`config.mk`:
```
export PLATFORM = sky130hd
export DESIGN_NAME = pig_ctrl
export DESIGN_NICKNAME = d
export VERILOG_FILES = /design/src/rtl/pig_pkg.sv /design/src/rtl/pig_ctrl.sv
export SDC_FILE = /design/constraint.sdc
export NUM_CORES = 1
export LEC_CHECK = 0
export BUFFER_PORTS_ARGS = -buffer_cell sky130_fd_sc_hd__buf_4
export CORE_MARGIN = 2
export CORE_UTILIZATION = 46
export CTS_BUF_LIST = sky130_fd_sc_hd__clkbuf_8
export DETAILED_ROUTE_END_ITERATION = 8
export PLACE_DENSITY = 0.83
export SLEW_MARGIN = 15
export SYNTH_ARGS = -nofsm -noshare
export SYNTH_HDL_FRONTEND = slang
export SYNTH_SLANG_ARGS = --single-unit
export TNS_END_PERCENT = 50
```
`constraint.sdc`:
```
create_clock -name clk -period 2.9 [get_ports clk]
set_input_delay 0 -clock clk [delete_from_list [all_inputs] [get_ports clk]]
set_output_delay 0 -clock clk [all_outputs]
set_load 0.05 [all_outputs]
```
`src/rtl/pig_pkg.sv`:
```
`timescale 1ns / 1ps
package pig_pkg;

  localparam int VAR_W       = 8;
  localparam int TERM_DEPTH  = 256;
  localparam int PRIME_DEPTH = 64;
  localparam int IDX_W       = 8;
  localparam int CNT_W       = 9;
  localparam int PIDX_W      = 6;
  localparam int PCNT_W      = 7;
  localparam int NV_W        = 4;
  localparam logic [NV_W-1:0] NUM_VARS_MAX = 4'd8;
  localparam logic [NV_W-1:0] NUM_VARS_RST = 4'd8;

  typedef struct packed {
    logic [VAR_W-1:0] dash;
    logic [VAR_W-1:0] val;
  } term_t;

  typedef enum logic [4:0] {
    ST_IDLE, ST_PASS_INIT, ST_I_RD, ST_I_WAIT, ST_J_RD, ST_J_WAIT, ST_K_RD, ST_K_WAIT,
    ST_P_RD, ST_P_WAIT, ST_HI_RD, ST_HI_WAIT, ST_HJ_RD, ST_HJ_WAIT, ST_A_RD, ST_A_WAIT,
    ST_E_RD, ST_E_WAIT, ST_E_HOLD, ST_DONE
  } state_t;

  typedef enum logic [4:0] {
    OP_NONE, OP_LOAD, OP_PASS_INIT, OP_I_RD, OP_I_WAIT, OP_J_RD, OP_J_WAIT, OP_K_RD,
    OP_K_WAIT, OP_P_RD, OP_P_WAIT, OP_HI_RD, OP_HI_WAIT, OP_HJ_RD, OP_HJ_WAIT, OP_A_RD,
    OP_A_WAIT, OP_E_RD, OP_E_WAIT, OP_E_HOLD, OP_CLEAR
  } dp_op_t;

  typedef struct packed {
    dp_op_t op;
    logic   out_valid;
  } dp_cmd_t;

  typedef struct packed {
    logic i_lt_n;
    logic j_lt_n;
    logic k_lt_u;
    logic i_lt_u;
    logic j_lt_u;
    logic merge;
    logic dup;
    logic pair;
    logic e_lt_pc;
  } dp_status_t;

  // clamped variable mask
  function automatic logic [VAR_W-1:0] var_mask(input logic [NV_W-1:0] nv);
    logic [NV_W-1:0] n;
    n = (nv == '0) ? NV_W'(1) : ((nv > NUM_VARS_MAX) ? NUM_VARS_MAX : nv);
    var_mask = VAR_W'((16'd1 << n) - 16'd1);
  endfunction

  // positions with different symbols, dash is a third symbol
  function automatic logic [VAR_W-1:0] diff_of(input term_t a, input term_t b,
                                               input logic [VAR_W-1:0] m);
    diff_of = ((a.dash ^ b.dash) | (~a.dash & ~b.dash & (a.val ^ b.val))) & m;
  endfunction

  function automatic logic single_bit(input logic [VAR_W-1:0] d);
    single_bit = (d != '0) && ((d & (d - VAR_W'(1))) == '0);
  endfunction

endpackage

```
`src/rtl/pig_ctrl.sv`:
```
`timescale 1ns / 1ps
module pig_ctrl (
  input  logic                clk,
  input  logic                rst,
  input  logic                in_valid,
  input  logic                in_last,
  output logic                in_ready,
  input  logic                out_ready,
  input  pig_pkg::dp_status_t status,
  output pig_pkg::dp_cmd_t    cmd
);

  pig_pkg::state_t state, state_next;

  always_ff @(posedge clk) begin
    if (rst) begin
      state <= pig_pkg::ST_IDLE;
    end else begin
      state <= state_next;
    end
  end

  always_comb begin
    state_next    = state;
    cmd.op        = pig_pkg::OP_NONE;
    cmd.out_valid = 1'b0;
    in_ready      = 1'b0;
    case (state)
      pig_pkg::ST_IDLE: begin
        in_ready = 1'b1;
        if (in_valid) begin
          cmd.op = pig_pkg::OP_LOAD;
          if (in_last) state_next = pig_pkg::ST_PASS_INIT;
        end
      end
      pig_pkg::ST_PASS_INIT: begin
        cmd.op = pig_pkg::OP_PASS_INIT;
        state_next = pig_pkg::ST_I_RD;
      end
      pig_pkg::ST_I_RD: begin
        cmd.op = pig_pkg::OP_I_RD;
        state_next = status.i_lt_n ? pig_pkg::ST_I_WAIT : pig_pkg::ST_P_RD;
      end
      pig_pkg::ST_I_WAIT: begin
        cmd.op = pig_pkg::OP_I_WAIT;
        state_next = pig_pkg::ST_J_RD;
      end
      pig_pkg::ST_J_RD: begin
        cmd.op = pig_pkg::OP_J_RD;
        state_next = status.j_lt_n ? pig_pkg::ST_J_WAIT : pig_pkg::ST_I_RD;
      end
      pig_pkg::ST_J_WAIT: begin
        cmd.op = pig_pkg::OP_J_WAIT;
        state_next = status.merge ? pig_pkg::ST_K_RD : pig_pkg::ST_J_RD;
      end
      pig_pkg::ST_K_RD: begin
        cmd.op = pig_pkg::OP_K_RD;
        state_next = status.k_lt_u ? pig_pkg::ST_K_WAIT : pig_pkg::ST_J_RD;
      end
      pig_pkg::ST_K_WAIT: begin
        cmd.op = pig_pkg::OP_K_WAIT;
        state_next = status.dup ? pig_pkg::ST_J_RD : pig_pkg::ST_K_RD;
      end
      pig_pkg::ST_P_RD: begin
        cmd.op = pig_pkg::OP_P_RD;
        state_next = status.i_lt_n ? pig_pkg::ST_P_WAIT : pig_pkg::ST_HI_RD;
      end
      pig_pkg::ST_P_WAIT: begin
        cmd.op = pig_pkg::OP_P_WAIT;
        state_next = pig_pkg::ST_P_RD;
      end
      pig_pkg::ST_HI_RD: begin
        cmd.op = pig_pkg::OP_HI_RD;
        state_next = status.i_lt_u ? pig_pkg::ST_HI_WAIT : pig_pkg::ST_A_RD;
      end
      pig_pkg::ST_HI_WAIT: begin
        cmd.op = pig_pkg::OP_HI_WAIT;
        state_next = pig_pkg::ST_HJ_RD;
      end
      pig_pkg::ST_HJ_RD: begin
        cmd.op = pig_pkg::OP_HJ_RD;
        state_next = status.j_lt_u ? pig_pkg::ST_HJ_WAIT : pig_pkg::ST_HI_RD;
      end
      pig_pkg::ST_HJ_WAIT: begin
        cmd.op = pig_pkg::OP_HJ_WAIT;
        state_next = status.pair ? pig_pkg::ST_PASS_INIT : pig_pkg::ST_HJ_RD;
      end
      pig_pkg::ST_A_RD: begin
        cmd.op = pig_pkg::OP_A_RD;
        state_next = status.i_lt_u ? pig_pkg::ST_A_WAIT : pig_pkg::ST_E_RD;
      end
      pig_pkg::ST_A_WAIT: begin
        cmd.op = pig_pkg::OP_A_WAIT;
        state_next = pig_pkg::ST_A_RD;
      end
      pig_pkg::ST_E_RD: begin
        cmd.op = pig_pkg::OP_E_RD;
        state_next = status.e_lt_pc ? pig_pkg::ST_E_WAIT : pig_pkg::ST_DONE;
      end
      pig_pkg::ST_E_WAIT: begin
        cmd.op = pig_pkg::OP_E_WAIT;
        state_next = pig_pkg::ST_E_HOLD;
      end
      pig_pkg::ST_E_HOLD: begin
        cmd.out_valid = 1'b1;
        if (out_ready) begin
          cmd.op = pig_pkg::OP_E_HOLD;
          state_next = pig_pkg::ST_E_RD;
        end
      end
      pig_pkg::ST_DONE: begin
        cmd.op = pig_pkg::OP_CLEAR;
        state_next = pig_pkg::ST_IDLE;
      end
      default: state_next = pig_pkg::ST_IDLE;
    endcase
  end

endmodule

```
## Yosys cells after proc, flatten, opt, wreduce, memory -nomap -nowiden

Index checks and enable logic that the tools add are counted.

- Logic and storage cells: 45
- Input bits: 14
- Register bits after elaboration: 5
- Output and inout bits: 7

- Mux-type cells: 20
- Reduce and logical (&&, ||, !) cells: 2
- Equality and inequality tests: 22

Operators by type and width:

| kind | number |
|---|---|
| $pmux 5 s20 | 1 |
| $pmux 5 s19 | 1 |
| $eq 5x4->1 const B | 8 |
| $mux 5 | 5 |
| $eq 5x3->1 const B | 4 |
| $eq 5x5->1 const B | 4 |
| $eq 5x2->1 const B | 2 |
| $mux 2 | 5 |
| $mux 3 | 3 |
| $mux 4 | 2 |
| $ne 2x2->1 const B | 3 |
| $eq 5x1->1 const B | 1 |
| $logic_not 5->1 | 1 |
| $mux 1 | 3 |
| $reduce_and 3->1 | 1 |

## Depth between registers and ports, before layout

- Word-level depth: 3
- Mapped depth: 6
- Gate-level depth less buffers: 4

## Least setup slack after synthesis

No wires, ideal clock.

- Path type: flip-flop to flip-flop
- From: register state[2]
- To: register state[0]
- Required time: 2,784 ps
- Period minus slack after synthesis: 2,247 ps
- Cell stages (with the launch flop): 5
- Slack: 653 ps
- Arrival: 2,131 ps
- Cells stage by stage: dfxtp_1 -> or3_1 -> nor3_1 -> a221o_1 -> a21oi_1

- Cells in the longest elaborated chain, start to end: 3
- Elaborated cells between the ends (all ways): 24

Ends and longest elaborated chain:

| element | line | text |
|---|---|---|
| start: declaration | pig_ctrl.sv:13 | `pig_pkg::state_t state, state_next;` |
| start signal: assignment | pig_ctrl.sv:17 | `state <= pig_pkg::ST_IDLE;` |
| start signal: assignment | pig_ctrl.sv:19 | `state <= state_next;` |
| $eq 5x5->1 or $logic_not 5->1 (tied branches) | pig_ctrl.sv:28 | `case (state)` |
| $ne 2x2->1 (no line) | - |  |
| $reduce_and 3->1 (no line) | - |  |

Several ways; a longest one is shown, not always the timed one.
A chain may end at the register's enable or synchronous reset.

==> results.py <==
metrics = {
    "timing": {
        "report.final.hold_viol_count": 0,
        "setup_tns_ns": 0,
        "fin_crit_ns": 1.87,
        "finalCritPeriodShare_pct": 64.4,
        "finalMaxSlewViolations": 0,
        "finalWorstSetupSlack_ns": 1.03,
        "fin_worst_skew_ns": 0.00139,
        "maxClockFrequency_mhz": 535,
        "maxSlewHeadroom_pct": 55.3,
        "unrepaired_setup_endpoints_after_global_routing": "no",
        "worst_pin_slew_ns": 0.670,
        "total_of_endpoints_with_negative_setup_slack_in_the_final_report": 0,
    },
    "worst_setup_path": {
        "cp-start-kind": "flop",
        "worst_ep_arrival_time_ns": 1.87,
        "worst_setup_path_end_kind": "primary output",
        "worst-setup-path-type": "reg2out",
        "worst-path-max-fanout": 20,
        "worstPathRequired_ns": 2.90,
    },
    "yosys": {
        "synth_flop_cell": "dfxtp_1",
        "synth-edff-count": 0,
        "fraction_of_synthesis_flops_using_an_asynchronous_set_or_reset_pin_pct": 0,
        "synth-warning-count": 0,
        "synth.net_count": 105,
        "netlist_area_um2": 646,
        "ys_types": 38,
        "synth_top_cell_by_area": "dfxtp_1",
        "yosys.area.top_type_share_pct": 15.5,
        "synthesis.instances": 91,
        "ys_seq_elements": 5,
        "syn_area_per_cell_um2": 7.09,
        "ys_seq_area_share_pct": 15.5,
        "yosys-top-cells-area": "dfxtp_1, o21ai_0, nor3b_1, nor2_1, or3b_1",
    },
    "global_route": {
        "grt_pass1_wl_um": 2920,
        "grt_start_max_net_pins": 22,
        "vias_in_the_first_global_route": 626,
        "grt_use_total_pct": 21.6,
        "grt_remaining_overflow": 0,
        "grt_antenna_before_repair": 0,
    },
    "place": {
        "preCtsSetupSlack_ns": 1.24,
        "gp_routability_congestion": 0.824,
        "port_buffers": 20,
        "placed_cell_area_um2": 753,
        "detailedPlacementHpwl_um": 1200,
    },
    "detailed_routing": {
        "routed_wl_um": 1790,
        "ant_nets": 0,
        "viasPerCell": 6.26,
        "via_count": 758,
        "drc": 0,
        "drt_first_pass_iters": 4,
        "detail_route.wl_per_cell_um": 14.8,
        "detailedRoute.firstIterationViolations": 26,
    },
    "layout": {
        "fill_cells": 130,
        "registers.top_by_ff_count": "state",
        "design_area_um2": 798,
        "nets": 121,
        "post_route_cells_drive_above_1_share_pct": 26.4,
        "largest_registers_in_the_final_layout": "state (5)",
        "antenna_cells": 0,
        "largest_reg_flops": 5,
        "area_growth_pct": 23.6,
    },
    "floorplan": {
        "fp-row-count": 13,
        "die_h_um": 41.5,
        "initial_cell_density_of_the_core_pct": 49.6,
        "pin_count": 21,
        "die-area_um2": 1720,
        "placeableCoreArea_um2": 1300,
        "chipWidth_um": 41.5,
    },
    "clock_network": {
        "ctsRootBufferMaster": "clkbuf_8",
        "post-cts-setup-buffer-count": 0,
        "htree_num_levels": 1,
        "numCtsBuffers": 3,
        "clock_sinks": 5,
        "cts-resized-gates": 0,
        "clock_tree.buffer_depth": 2,
        "cts.reportedPaths.clkPinSlew_ns": 0.04,
        "tritoncts_clock_tree": "built",
        "clkLatencyLatePin_ns": 0.22,
        "cts-hold-fix-buffers": 0,
    },
    "pwr": {
        "netSwitchingFraction_pct": 52.2,
        "clk_pwr_share_pct": 16.3,
        "irDropWorstVdd_uv": 446,
        "p_int_w": 0.000381,
        "switchingPower_w": 0.000416,
        "p_comb_share_pct": 61.1,
        "pwr-share-seq_pct": 22.6,
        "total_power_w": 0.000797,
        "power.leakage_nw": 0.295,
        "power.density_nw_per_um2": 998,
    },
    "min_path": {
        "hold_class": "in2reg",
    },
    "status": {
        "outcome": "finished clean",
    },
    "flow_run": {
        "max_cap_viol_count": 0,
    },
}
[worst max-delay path, stage by stage, from the launching register on]
cell	delay, ns
dfxtp_1	0.70
and2_1	0.36
nand2_1	0.10
xor2_1	0.16
nor2_1	0.11
buf_4	0.21
[synth_stat cells (all sizes together), types with 2 or more instances]
| master | instances |
|---|---|
| nand2b | 3 |
| mux2i | 2 |
| or3b | 3 |
| dfxtp | 5 |
| inv | 4 |
| a31oi | 3 |
| nand3b | 2 |
| o31ai | 2 |
| nand2 | 5 |
| nor3b | 4 |
| a21o | 2 |
| buf | 7 |
| clkbuf | 2 |
| o21ai | 10 |
| a21oi | 4 |
| nand3 | 4 |
| nor2 | 7 |
| a2111oi | 2 |
| nor3 | 5 |
[through the flow]
| stage | instances | hold slack, ns | utilization (%) |
|---|---|---|---|
| after floorplan | 91 | 0.0691 | - |
| after global placement | 117 | 0.235 | 57.9 |
| after detailed placement | 117 | 0.243 | 57.9 |
| after CTS | 121 | 0.00955 | 61.3 |
| after global routing | 121 | 0.0362 | 61.3 |
| final | 121 | 0.0173 | 61.3 |
[power groups by stage]
stage                     Combinational (W)  Sequential (W)  Clock, W
after floorplan                    0.000475       0.0000998         0
after global placement             0.000482        0.000171         0
after detailed placement           0.000485        0.000177         0
after CTS                          0.000488        0.000176  0.000132
after global routing               0.000523        0.000189  0.000137
final                              0.000487        0.000180  0.000130
[layer usage]
| layer | routed length, um | up-vias | share of wire [%] | track usage [%] |
|---|---|---|---|---|
| met5 | 0 | - | 0 | 0 |
| met4 | 20 | 0 | 1.1 | 9.68 |
| met3 | 140 | 2 | 7.8 | 2.61 |
| met2 | 867 | 35 | 49 | 35.3 |
| met1 | 757 | 347 | 42 | 28.2 |
| li1 | - | 374 | - | - |
[final cells by class]
class	instances	area (um^2)	area share [%]
well taps	15	18.8	2.35
repair buffers	20	150	18.8
multi-input cells	73	469	58.8
flip-flops and latches	5	100	12.5
inverters	4	15.0	1.88
clock buffers	3	41.3	5.17
clock inverters	1	3.75	0.470
[logic make-up after synthesis]
group,Yosys count,synth area share [%]
AO/OA/AOI/OAI,31,33.1
AND/OR/NAND/NOR,38,33.3
XOR/XNOR,1,1.36
multiplexers,3,4.84
buffers and inverters,13,11.8
flip-flops,5,15.5
[worst paths after layout]
check | startpoint | endpoint | slack [ns] | depth (start not counted)
min reg2reg | state[1] | state[0] | 0.77 | 2
max reg2reg | state[3] | state[0] | 1.20 | 4
max | state[1] | cmd[4] | 1.03 | 5
min | rst | state[2] | 0.02 | 2
[cell usage in the layout, fill, tap and decap left out, types with 2 or more instances in the layout]
| master | Yosys | final |
|---|---|---|
| dfxtp_1 | 5 | 5 |
| mux2i_1 | 2 | 2 |
| a21o_1 | 2 | 2 |
| nand2_1 | 5 | 5 |
| o31ai_1 | 2 | 2 |
| buf_4 | 2 | 20 |
| nand3_1 | 4 | 4 |
| nand3b_1 | 2 | 2 |
| nor3_1 | 5 | 5 |
| o21ai_0 | 9 | 9 |
| or3b_1 | 3 | 3 |
| a31oi_1 | 3 | 3 |
| nand2b_1 | 3 | 3 |
| clkbuf_8 | 0 | 3 |
| a21oi_1 | 4 | 4 |
| inv_1 | 4 | 5 |
| a2111oi_0 | 2 | 2 |
| nor2_1 | 7 | 7 |
| nor3b_1 | 4 | 4 |
Note: power is estimated with default switching activity, not from simulation.
